### config.mk
export PLATFORM = sky130hd
export DESIGN_NAME = cpe_ctrl
export DESIGN_NICKNAME = d
export VERILOG_FILES = /design/src/hw/rtl/cpe_pkg.sv /design/src/hw/rtl/cpe_ctrl.sv
export VERILOG_INCLUDE_DIRS = /design/src /design/src/hw/rtl
export SDC_FILE = /design/constraint.sdc
export NUM_CORES = 1
export LEC_CHECK = 0
export ABC_AREA = 1
export BUFFER_PORTS_ARGS = -buffer_cell sky130_fd_sc_hd__buf_2
export CAP_MARGIN = 20
export CORE_AREA = 2 2 39 41
export DETAILED_ROUTE_END_ITERATION = 10
export DIE_AREA = 0 0 41 43
export SETUP_SLACK_MARGIN = 0.1
export SLEW_MARGIN = 20
export SYNTH_ARGS = -nofsm -noshare
export SYNTH_HDL_FRONTEND = slang
export SYNTH_SLANG_ARGS = --single-unit
### constraint.sdc
create_clock -name clk -period 1.7 [get_ports clk]
set_clock_uncertainty 0.1 [all_clocks]
set_input_delay 0.51 -clock clk [delete_from_list [all_inputs] [get_ports clk]]
set_output_delay 0.51 -clock clk [all_outputs]
set_load 0.01 [all_outputs]
### src/hw/rtl/assert_macros.svh
// Assertion macros shared by the crossbar path evaluator modules.
`ifndef ASSERT_MACROS_SVH
`define ASSERT_MACROS_SVH
`ifndef SYNTHESIS
`define ASSERT_PROP(label, clk, rst_n, prop) \
	label: assert property (@(posedge clk) disable iff (!rst_n) prop) \
		else $error("assertion failed");
`define ASSERT_NEVER(label, clk, rst_n, cond) \
	label: assert property (@(posedge clk) disable iff (!rst_n) !(cond)) \
		else $error("forbidden condition seen");
`else
`define ASSERT_PROP(label, clk, rst_n, prop)
`define ASSERT_NEVER(label, clk, rst_n, cond)
`endif
`endif

### src/hw/rtl/cpe_pkg.sv
// Types, constants and helper functions of the crossbar path evaluator.
package cpe_pkg;

	localparam int DEF_MAX_ROWS = 32;
	localparam int DEF_MAX_COLS = 32;
	localparam int DEF_MAX_VARS = 16;

	localparam int CELL_W   = 6;
	localparam int VAR_W    = 5;
	localparam int ASG_W    = 16;
	localparam int ROW_IN_W = 5;
	localparam int COL_IN_W = 5;
	localparam int CFG_W    = 6;
	localparam int IDX_W    = 2;
	localparam int CNT_W    = 7;

	localparam logic [CFG_W-1:0] CFG_RESET = CFG_W'(32);

	localparam logic [IDX_W-1:0] REG_ROWS_USED = IDX_W'(0);
	localparam logic [IDX_W-1:0] REG_COLS_USED = IDX_W'(1);

	localparam logic KIND_LOAD = 1'b0;
	localparam logic KIND_EVAL = 1'b1;

	typedef enum logic [2:0] {
		ST_CLEAR,
		ST_IDLE,
		ST_LOAD_RD,
		ST_LOAD_WR,
		ST_EVAL,
		ST_FINISH
	} state_t;

	typedef struct packed {
		logic clear;
		logic capture;
		logic load_read;
		logic load_write;
		logic sweep;
		logic result_load;
	} cmd_t;

	typedef struct packed {
		logic clear_last;
		logic done;
		logic out_free;
	} sts_t;

	// A variable beyond the supported range reads as false.
	function automatic logic cell_conducts(input logic [CELL_W-1:0] cell_word,
		input logic [ASG_W-1:0] asg, input int max_vars);
		logic [VAR_W-1:0] var_id;
		logic             pol;
		logic             value;
		var_id = cell_word[CELL_W-1:1];
		pol    = cell_word[0];
		if (var_id == '0) begin
			return pol;
		end
		if (int'(var_id) > max_vars || int'(var_id) > ASG_W) begin
			value = 1'b0;
		end else begin
			value = asg[4'(var_id - VAR_W'(1))];
		end
		return pol ? value : !value;
	endfunction

endpackage

### src/hw/rtl/cpe_ctrl.sv
// Controller state machine of the crossbar path evaluator.
`include "assert_macros.svh"

module cpe_ctrl
	import cpe_pkg::*;
(
	input  logic clk,
	input  logic arst_n,
	input  logic in_valid,
	input  logic kind,
	output logic in_ready,
	output cmd_t cmd,
	input  sts_t sts
);

	state_t state_q;
	state_t state_nx;

	always_ff @(posedge clk or negedge arst_n) begin
		if (!arst_n) begin
			state_q <= ST_CLEAR;
		end else begin
			state_q <= state_nx;
		end
	end

	always_comb begin
		state_nx = state_q;
		cmd      = '0;
		in_ready = 1'b0;
		unique case (state_q)
			ST_CLEAR: begin
				cmd.clear = 1'b1;
				if (sts.clear_last) begin
					state_nx = ST_IDLE;
				end
			end
			ST_IDLE: begin
				in_ready = 1'b1;
				if (in_valid) begin
					cmd.capture = 1'b1;
					state_nx    = (kind == KIND_EVAL) ? ST_EVAL : ST_LOAD_RD;
				end
			end
			ST_LOAD_RD: begin
				cmd.load_read = 1'b1;
				state_nx      = ST_LOAD_WR;
			end
			ST_LOAD_WR: begin
				cmd.load_write = 1'b1;
				state_nx       = ST_IDLE;
			end
			ST_EVAL: begin
				cmd.sweep = 1'b1;
				if (sts.done) begin
					state_nx = ST_FINISH;
				end
			end
			ST_FINISH: begin
				if (sts.out_free) begin
					cmd.result_load = 1'b1;
					state_nx        = ST_IDLE;
				end
			end
			default: begin
				state_nx = ST_IDLE;
			end
		endcase
	end

	`ASSERT_NEVER(a_result_overrun, clk, arst_n, cmd.result_load && !sts.out_free)
	`ASSERT_PROP(a_clear_once, clk, arst_n, (state_q != ST_CLEAR) |=> (state_q != ST_CLEAR))
	`ASSERT_NEVER(a_accept_while_busy, clk, arst_n, cmd.capture && (cmd.sweep || cmd.clear))

endmodule

==> results of run 1 <==
## power breakdown
part | internal (mW) | total (mW) | switching [mW]
Combinational | 0.313 | 0.588 | 0.275
Clock | 0.0881 | 0.127 | 0.0387
Sequential | 0.105 | 0.172 | 0.0676
Total | 0.506 | 0.887 | 0.381
## placed cells by master, fill, tap and decap left out, types with 4 or more instances in the layout
cell type	netlist	layout
inv_1	9	5
nand2_1	5	4
buf_2	0	10
nand3_1	7	5
buf_6	1	7
nor3_2	1	4
buf_4	0	7
nor2_1	10	8
## synthesized netlist by cell type (all sizes together)
cell | n | area, sq um
o21bai | 1 | 7.510
nand4 | 1 | 6.260
nand3 | 7 | 35.03
buf | 1 | 11.26
inv | 10 | 37.53
nor3 | 4 | 25.02
dfrtp | 3 | 75.07
nor2 | 10 | 37.54
nand2 | 5 | 18.77
## cells by family (layout without fill, tap and decap cells)
group,Yosys count,count (layout),synth area share [%]
buf+inv,11,39,19.21
compound gates,1,1,2.957
flops,3,3,29.56
simple gates,27,27,48.28
## per-stage QoR
step           TNS [ns]  setup WS [ns]
2_1_floorplan         0         0.2200
6_report       -0.03704       -0.02978
5_1_grt         -0.3241       -0.09225
3_5_place_dp          0         0.1129
3_3_place_gp          0         0.1392
4_1_cts        -0.08043       -0.03434
## routing by layer
layer | global-route usage [%] | part of all wire (%)
met5 | 0 | 0
met4 | 10.00 | 0.79
met3 | 1.571 | 4.9
met2 | 17.81 | 60
met1 | 11.29 | 34
## path summary, 6_finish.rpt
kind	from	to	slack [ns]
setup / recovery	state_q[2]$_DFFE_PN0P_	cmd[2]	-0.03
hold / removal	arst_n	state_q[0]$_DFFE_PN0P_	0.50
setup reg to reg	state_q[1]$_DFFE_PN0P_	state_q[2]$_DFFE_PN0P_	0.29
hold reg to reg	state_q[2]$_DFFE_PN0P_	state_q[0]$_DFFE_PN0P_	0.65
max in group asynchronous	arst_n	state_q[2]$_DFFE_PN0P_	0.88
min in group clk	kind	state_q[1]$_DFFE_PN0P_	0.50
## worst reg2reg max path: stages, from the launching register on
cell and delay, ns:
dfrtp_2 0.43, buf_6 0.13, nor2_4 0.09, buf_4 0.12, nand3_1 0.07, nand2_1 0.15
inv_1 0.06, nand3_1 0.08, nand2_1 0.06
## what timing repair did
| action | CTS | global route |
|---|---|---|
| setup endpoints to repair | 7 | 7 |
| resized for setup | 16 | 11 |
| endpoints found under the hold margin | 3 | 0 |
| buffers inserted | 5 | 6 |
| pin swaps | 3 | 6 |
| hold buffers | 1 | 0 |
## cell type report
cell class	instances	area (sq um)	share of cell area, %
clock buffer	4	26.28	4.872
inverter	10	42.54	7.889
multi-input combinational	28	180.2	33.41
sequential	3	78.83	14.62
tap	16	20.02	3.712
timing repair buffer	25	191.4	35.50
==> qor.txt, run 1 <==
Run status -> complete, but fails checks
Violations in the final reports -> setup timing
Standard-cell rows -> 14
Setup repair after global routing missed its margin -> yes
Number of I/O port buffers -> 13
Routed wire length per instance -> 10.26 microns
Cell area power density -> 1645 nW/um^2
Number of antenna violations at the first check in global routing -> 0
Buffers from clock root to sink, at most -> 2
Count of antenna diodes in the layout -> 0
Leakage -> 0.2986 nW
Area of the placeable core -> 1384 sq um
Non-filler instance count after layout -> 86
Total power after layout -> 0.8868 mW
Cell area after placement -> 327.8 sq um
Sort of element at the start of the critical path -> flop
Residual DRC count -> 0
Cell area after layout -> 539.3 sq um
Remaining global-route overflow -> 0
CP required -> 1.09 ns
Syn_nets -> 49
Clock Sinks -> 3
Flip-flop count of the largest register after layout -> 3
Register with the most flip-flops -> state_q
Relative slew slack -> 85.40%
Pin count of the biggest net entering global routing -> 8
Registers with the highest flip-flop counts -> state_q x3
HPWL after detailed placement -> 503.4 microns
Instance count after placement with tap cells included -> 70
Count of boundary I/O pins -> 14
Max-capacitance violation count -> 0
Maximum fanout along the worst path -> 4
Height of the chip -> 43 microns
Top Family by Delay on Critical Path -> flip-flops
Part of the Yosys area used for sequential elements -> 29.56%
TritonCTS clock tree -> yes
Cell variety after synth -> 11
Global-route wire length before repair -> 1.248 mm
Total Routed Length -> 882 microns
Final clock period utilization by the worst path -> 101.8%
Global placement routability congestion -> 0.7519
End-of-flow core utilization -> 38.97%
Largest stage delay, worst path -> 0.44 ns
Total of fill cells in the finished design -> 148
Average via count per standard cell -> 4.081
Minimum period implied by the final worst setup slack -> 1.730 ns
Number of buffers created by CTS -> 3
Stages on worst setup path -> 3
Synthesized netlist cell count -> 42
Clock root buffer master -> clkbuf_4
Warnings, synthesis -> 0
Slowest stage cell, crit path -> dfrtp_2
GRT Overall Usage -> 11.06%
Initial DRC Count -> 5
Number of nets with antenna violations after detailed routing -> 0
Vias in the first global route -> 351
Number of hold violations in the final report -> 0
CTS H-tree depth -> 1
Final #Nets -> 78
First-pass DRT Iterations -> 4
Syn_area_per_cell -> 6.047 sq um
Post-Syn Area -> 254.0 sq um
Vias after detailed routing -> 351
Area of the die -> 1763 sq um
Insertion delay of the later-clocked pin in the worst-skew pair -> 0.23 ns
Arrival time of the worst setup path -> 1.12 ns
Depth of the most critical reg-to-reg path -> 8
Critical path class -> reg2out
Fraction of layout cells with a size suffix above 1 -> 62.86%
Horizontal die dimension -> 41 microns
FMAX -> 578.1 MHz
Clock-pin slew on the worst setup and hold paths -> 0.04 ns
Tightest Pin Transition -> 0.2191 ns
Smallest setup slack after layout -> -0.02978 ns
Number of setup violations in the final report -> 3
Kind of path behind the tightest hold check -> in2async
Layout overhead on the synthesized area -> 112.3%
Final hold slack -> 0.4987 ns
Number of synthesized register bits -> 3
Kind of end point of the critical path -> output pin
Worst-case vdd ir drop -> 443.3 uV
Starting density of the core -> 18.35%
Count of final max-slew check failures -> 0
WP buf/inv -> 2
Worst-path cell chain -> buf_6, nor3_2, buf_2
Power figures use the tool's default switching activity.
==> run 2, diff against run 1 <==
--- a/config.mk
+++ b/config.mk
@@ -12,7 +12,6 @@
 export CORE_AREA = 2 2 39 41
 export DETAILED_ROUTE_END_ITERATION = 10
 export DIE_AREA = 0 0 41 43
-export SETUP_SLACK_MARGIN = 0.1
 export SLEW_MARGIN = 20
 export SYNTH_ARGS = -nofsm -noshare
 export SYNTH_HDL_FRONTEND = slang
==> qor.txt, run 2 (synthesis results as in run 1) <==
Sequential share of power -> 21.0%
Fraction of layout cells with a size suffix above 1 -> 58.21%
Internal power -> 0.4312 mW
Kind of path behind the tightest hold check -> in2async
Vias after detailed routing -> 346
Clock root buffer master -> clkbuf_4
Pin count of the biggest net entering global routing -> 8
Arrival time of the worst setup path -> 1.13 ns
Largest stage delay, worst path -> 0.45 ns
Slack of the worst reg-to-reg path -> 0.41 ns
Sort of element at the start of the critical path -> flop
Non-filler instance count after layout -> 83
Global-route wire length before repair -> 1.083 mm
Net switching power figure -> 0.3595 mW
Tightest Pin Transition -> 0.2200 ns
HPWL after detailed placement -> 503.4 microns
Area of the placeable core -> 1384 sq um
FF-to-FF Start -> state_q[1]$_DFFE_PN0P_
Smallest setup slack after layout -> -0.04355 ns
Area of the die -> 1763 sq um
Number of hold violations in the final report -> 0
Critical path class -> reg2out
Count of antenna diodes in the layout -> 0
Kind of end point of the critical path -> output pin
Count of final max-slew check failures -> 0
Relative slew slack -> 85.33%
Number of buffers created by CTS -> 3
GRT Overall Usage -> 9.447%
First-pass DRT Iterations -> 4
Run status -> complete, but fails checks
Clk pwr share -> 16.1%
Number of setup violations in the final report -> 2
Horizontal die dimension -> 41 microns
Logic gate share of total power -> 63.0%
Cell area power density -> 1572 nW/um^2
Worst flop-to-flop path endpoint -> state_q[2]$_DFFE_PN0P_
Leakage -> 0.2837 nW
Flip-flop count of the largest register after layout -> 3
Count of boundary I/O pins -> 14
Slowest stage cell, crit path -> dfrtp_2
Residual DRC count -> 0
Final #Nets -> 75
Max-capacitance violation count -> 0
End-of-flow core utilization -> 36.35%
Endpoint of the most critical setup path -> cmd[5]
Registers with the highest flip-flop counts -> state_q x3
CTS H-tree depth -> 1
Final clock period utilization by the worst path -> 102.6%
Remaining global-route overflow -> 0
Setup repair after global routing missed its margin -> yes
Register with the most flip-flops -> state_q
Height of the chip -> 43 microns
Worst-path cell chain -> buf_6, nor3_2, buf_2
Standard-cell rows -> 14
Vias in the first global route -> 308
Depth of the most critical reg-to-reg path -> 7
Instance count after placement with tap cells included -> 70
Number of antenna violations at the first check in global routing -> 0
Sw Ratio -> 45.47%
Insertion delay of the later-clocked pin in the worst-skew pair -> 0.23 ns
Maximum fanout along the worst path -> 4
Most common cell after layout, fill and taps aside -> buf_2
Minimum period implied by the final worst setup slack -> 1.744 ns
Layout overhead on the synthesized area -> 98.03%
Worst-case vdd ir drop -> 437.4 uV
Initial DRC Count -> 10
Clock-pin slew on the worst setup and hold paths -> 0.04 ns
TritonCTS clock tree -> yes
Buffers from clock root to sink, at most -> 2
Average via count per standard cell -> 4.169
Clock Sinks -> 3
CP required -> 1.09 ns
Starting density of the core -> 18.35%
Crit. Startpoint -> state_q[2]$_DFFE_PN0P_
Global placement routability congestion -> 0.7519
FMAX -> 573.5 MHz
Routed wire length per instance -> 10.10 microns
Number of I/O port buffers -> 13
Number of nets with antenna violations after detailed routing -> 0
Most frequent cells in the layout -> buf_2 (11), nor2_1 (8), inv_1 (6)
Violations in the final reports -> setup timing
Total Routed Length -> 838 microns
## run 2: per-layer routing
layer  vias up  wire length, microns  GRT usage (%)
met5         -                     0              0
met4         0                     0          10.00
met3         0                    35          1.571
met2         8                   481          13.75
met1       157                   322          10.32
li1        181                     -              -
## run 2: worst min path at each step
stage,startpoint,to
floorplan,arst_n,state_q[0]$_DFFE_PN0P_
global placement,arst_n,state_q[1]$_DFFE_PN0P_
detailed placement,arst_n,state_q[1]$_DFFE_PN0P_
CTS,arst_n,state_q[0]$_DFFE_PN0P_
global route,arst_n,state_q[1]$_DFFE_PN0P_
finish,arst_n,state_q[0]$_DFFE_PN0P_
## run 2: cell type report
type	count	area, sq um
well taps	16	20.02
fillers	156	880.8
multi-input cells	28	180.2
flip-flops and latches	3	77.57
inverters	10	40.04
repair buffers	22	158.9
clock buffers	4	26.28
## run 2: worst max-delay path, delay by kind of cell, from the launching register on
family	cells	cell delay [ns]
buf+inv	2	0.29
simple gates	1	0.17
flops	1	0.45
## run 2: power groups by stage
stage / sequential (mW) / clock (mW) / combinational (mW)
after floorplan: 0.123 / 0 / 0.238
after global placement: 0.143 / 0 / 0.295
after detailed placement: 0.142 / 0 / 0.297
after CTS: 0.144 / 0.133 / 0.364
after global routing: 0.170 / 0.143 / 0.546
final: 0.166 / 0.127 / 0.498
## run 2: stage by stage
step / TNS [ns] / cell area (sq um) / worst slack, ns / hold WS, ns / total power [mW]
floorplan: 0 / 254.0 / 0.2200 / 0.1144 / 0.3616
global placement: 0 / 327.8 / 0.1392 / 0.2070 / 0.4378
detailed placement: 0 / 327.8 / 0.1129 / 0.2075 / 0.4383
CTS: -0.1443 / 404.1 / -0.04058 / 0.4892 / 0.6408
global route: -0.4250 / 503.0 / -0.1290 / 0.4998 / 0.8596
finish: -0.07062 / 503.0 / -0.04355 / 0.5016 / 0.7907
## run 2: what timing repair did
action | CTS | global route
hold endpoints to repair | 3 | 0
hold buffers | 1 | 0
buffers inserted | 3 | 5
pin swaps | 1 | 5
resized for setup | 7 | 15
setup endpoints to repair | 5 | 7
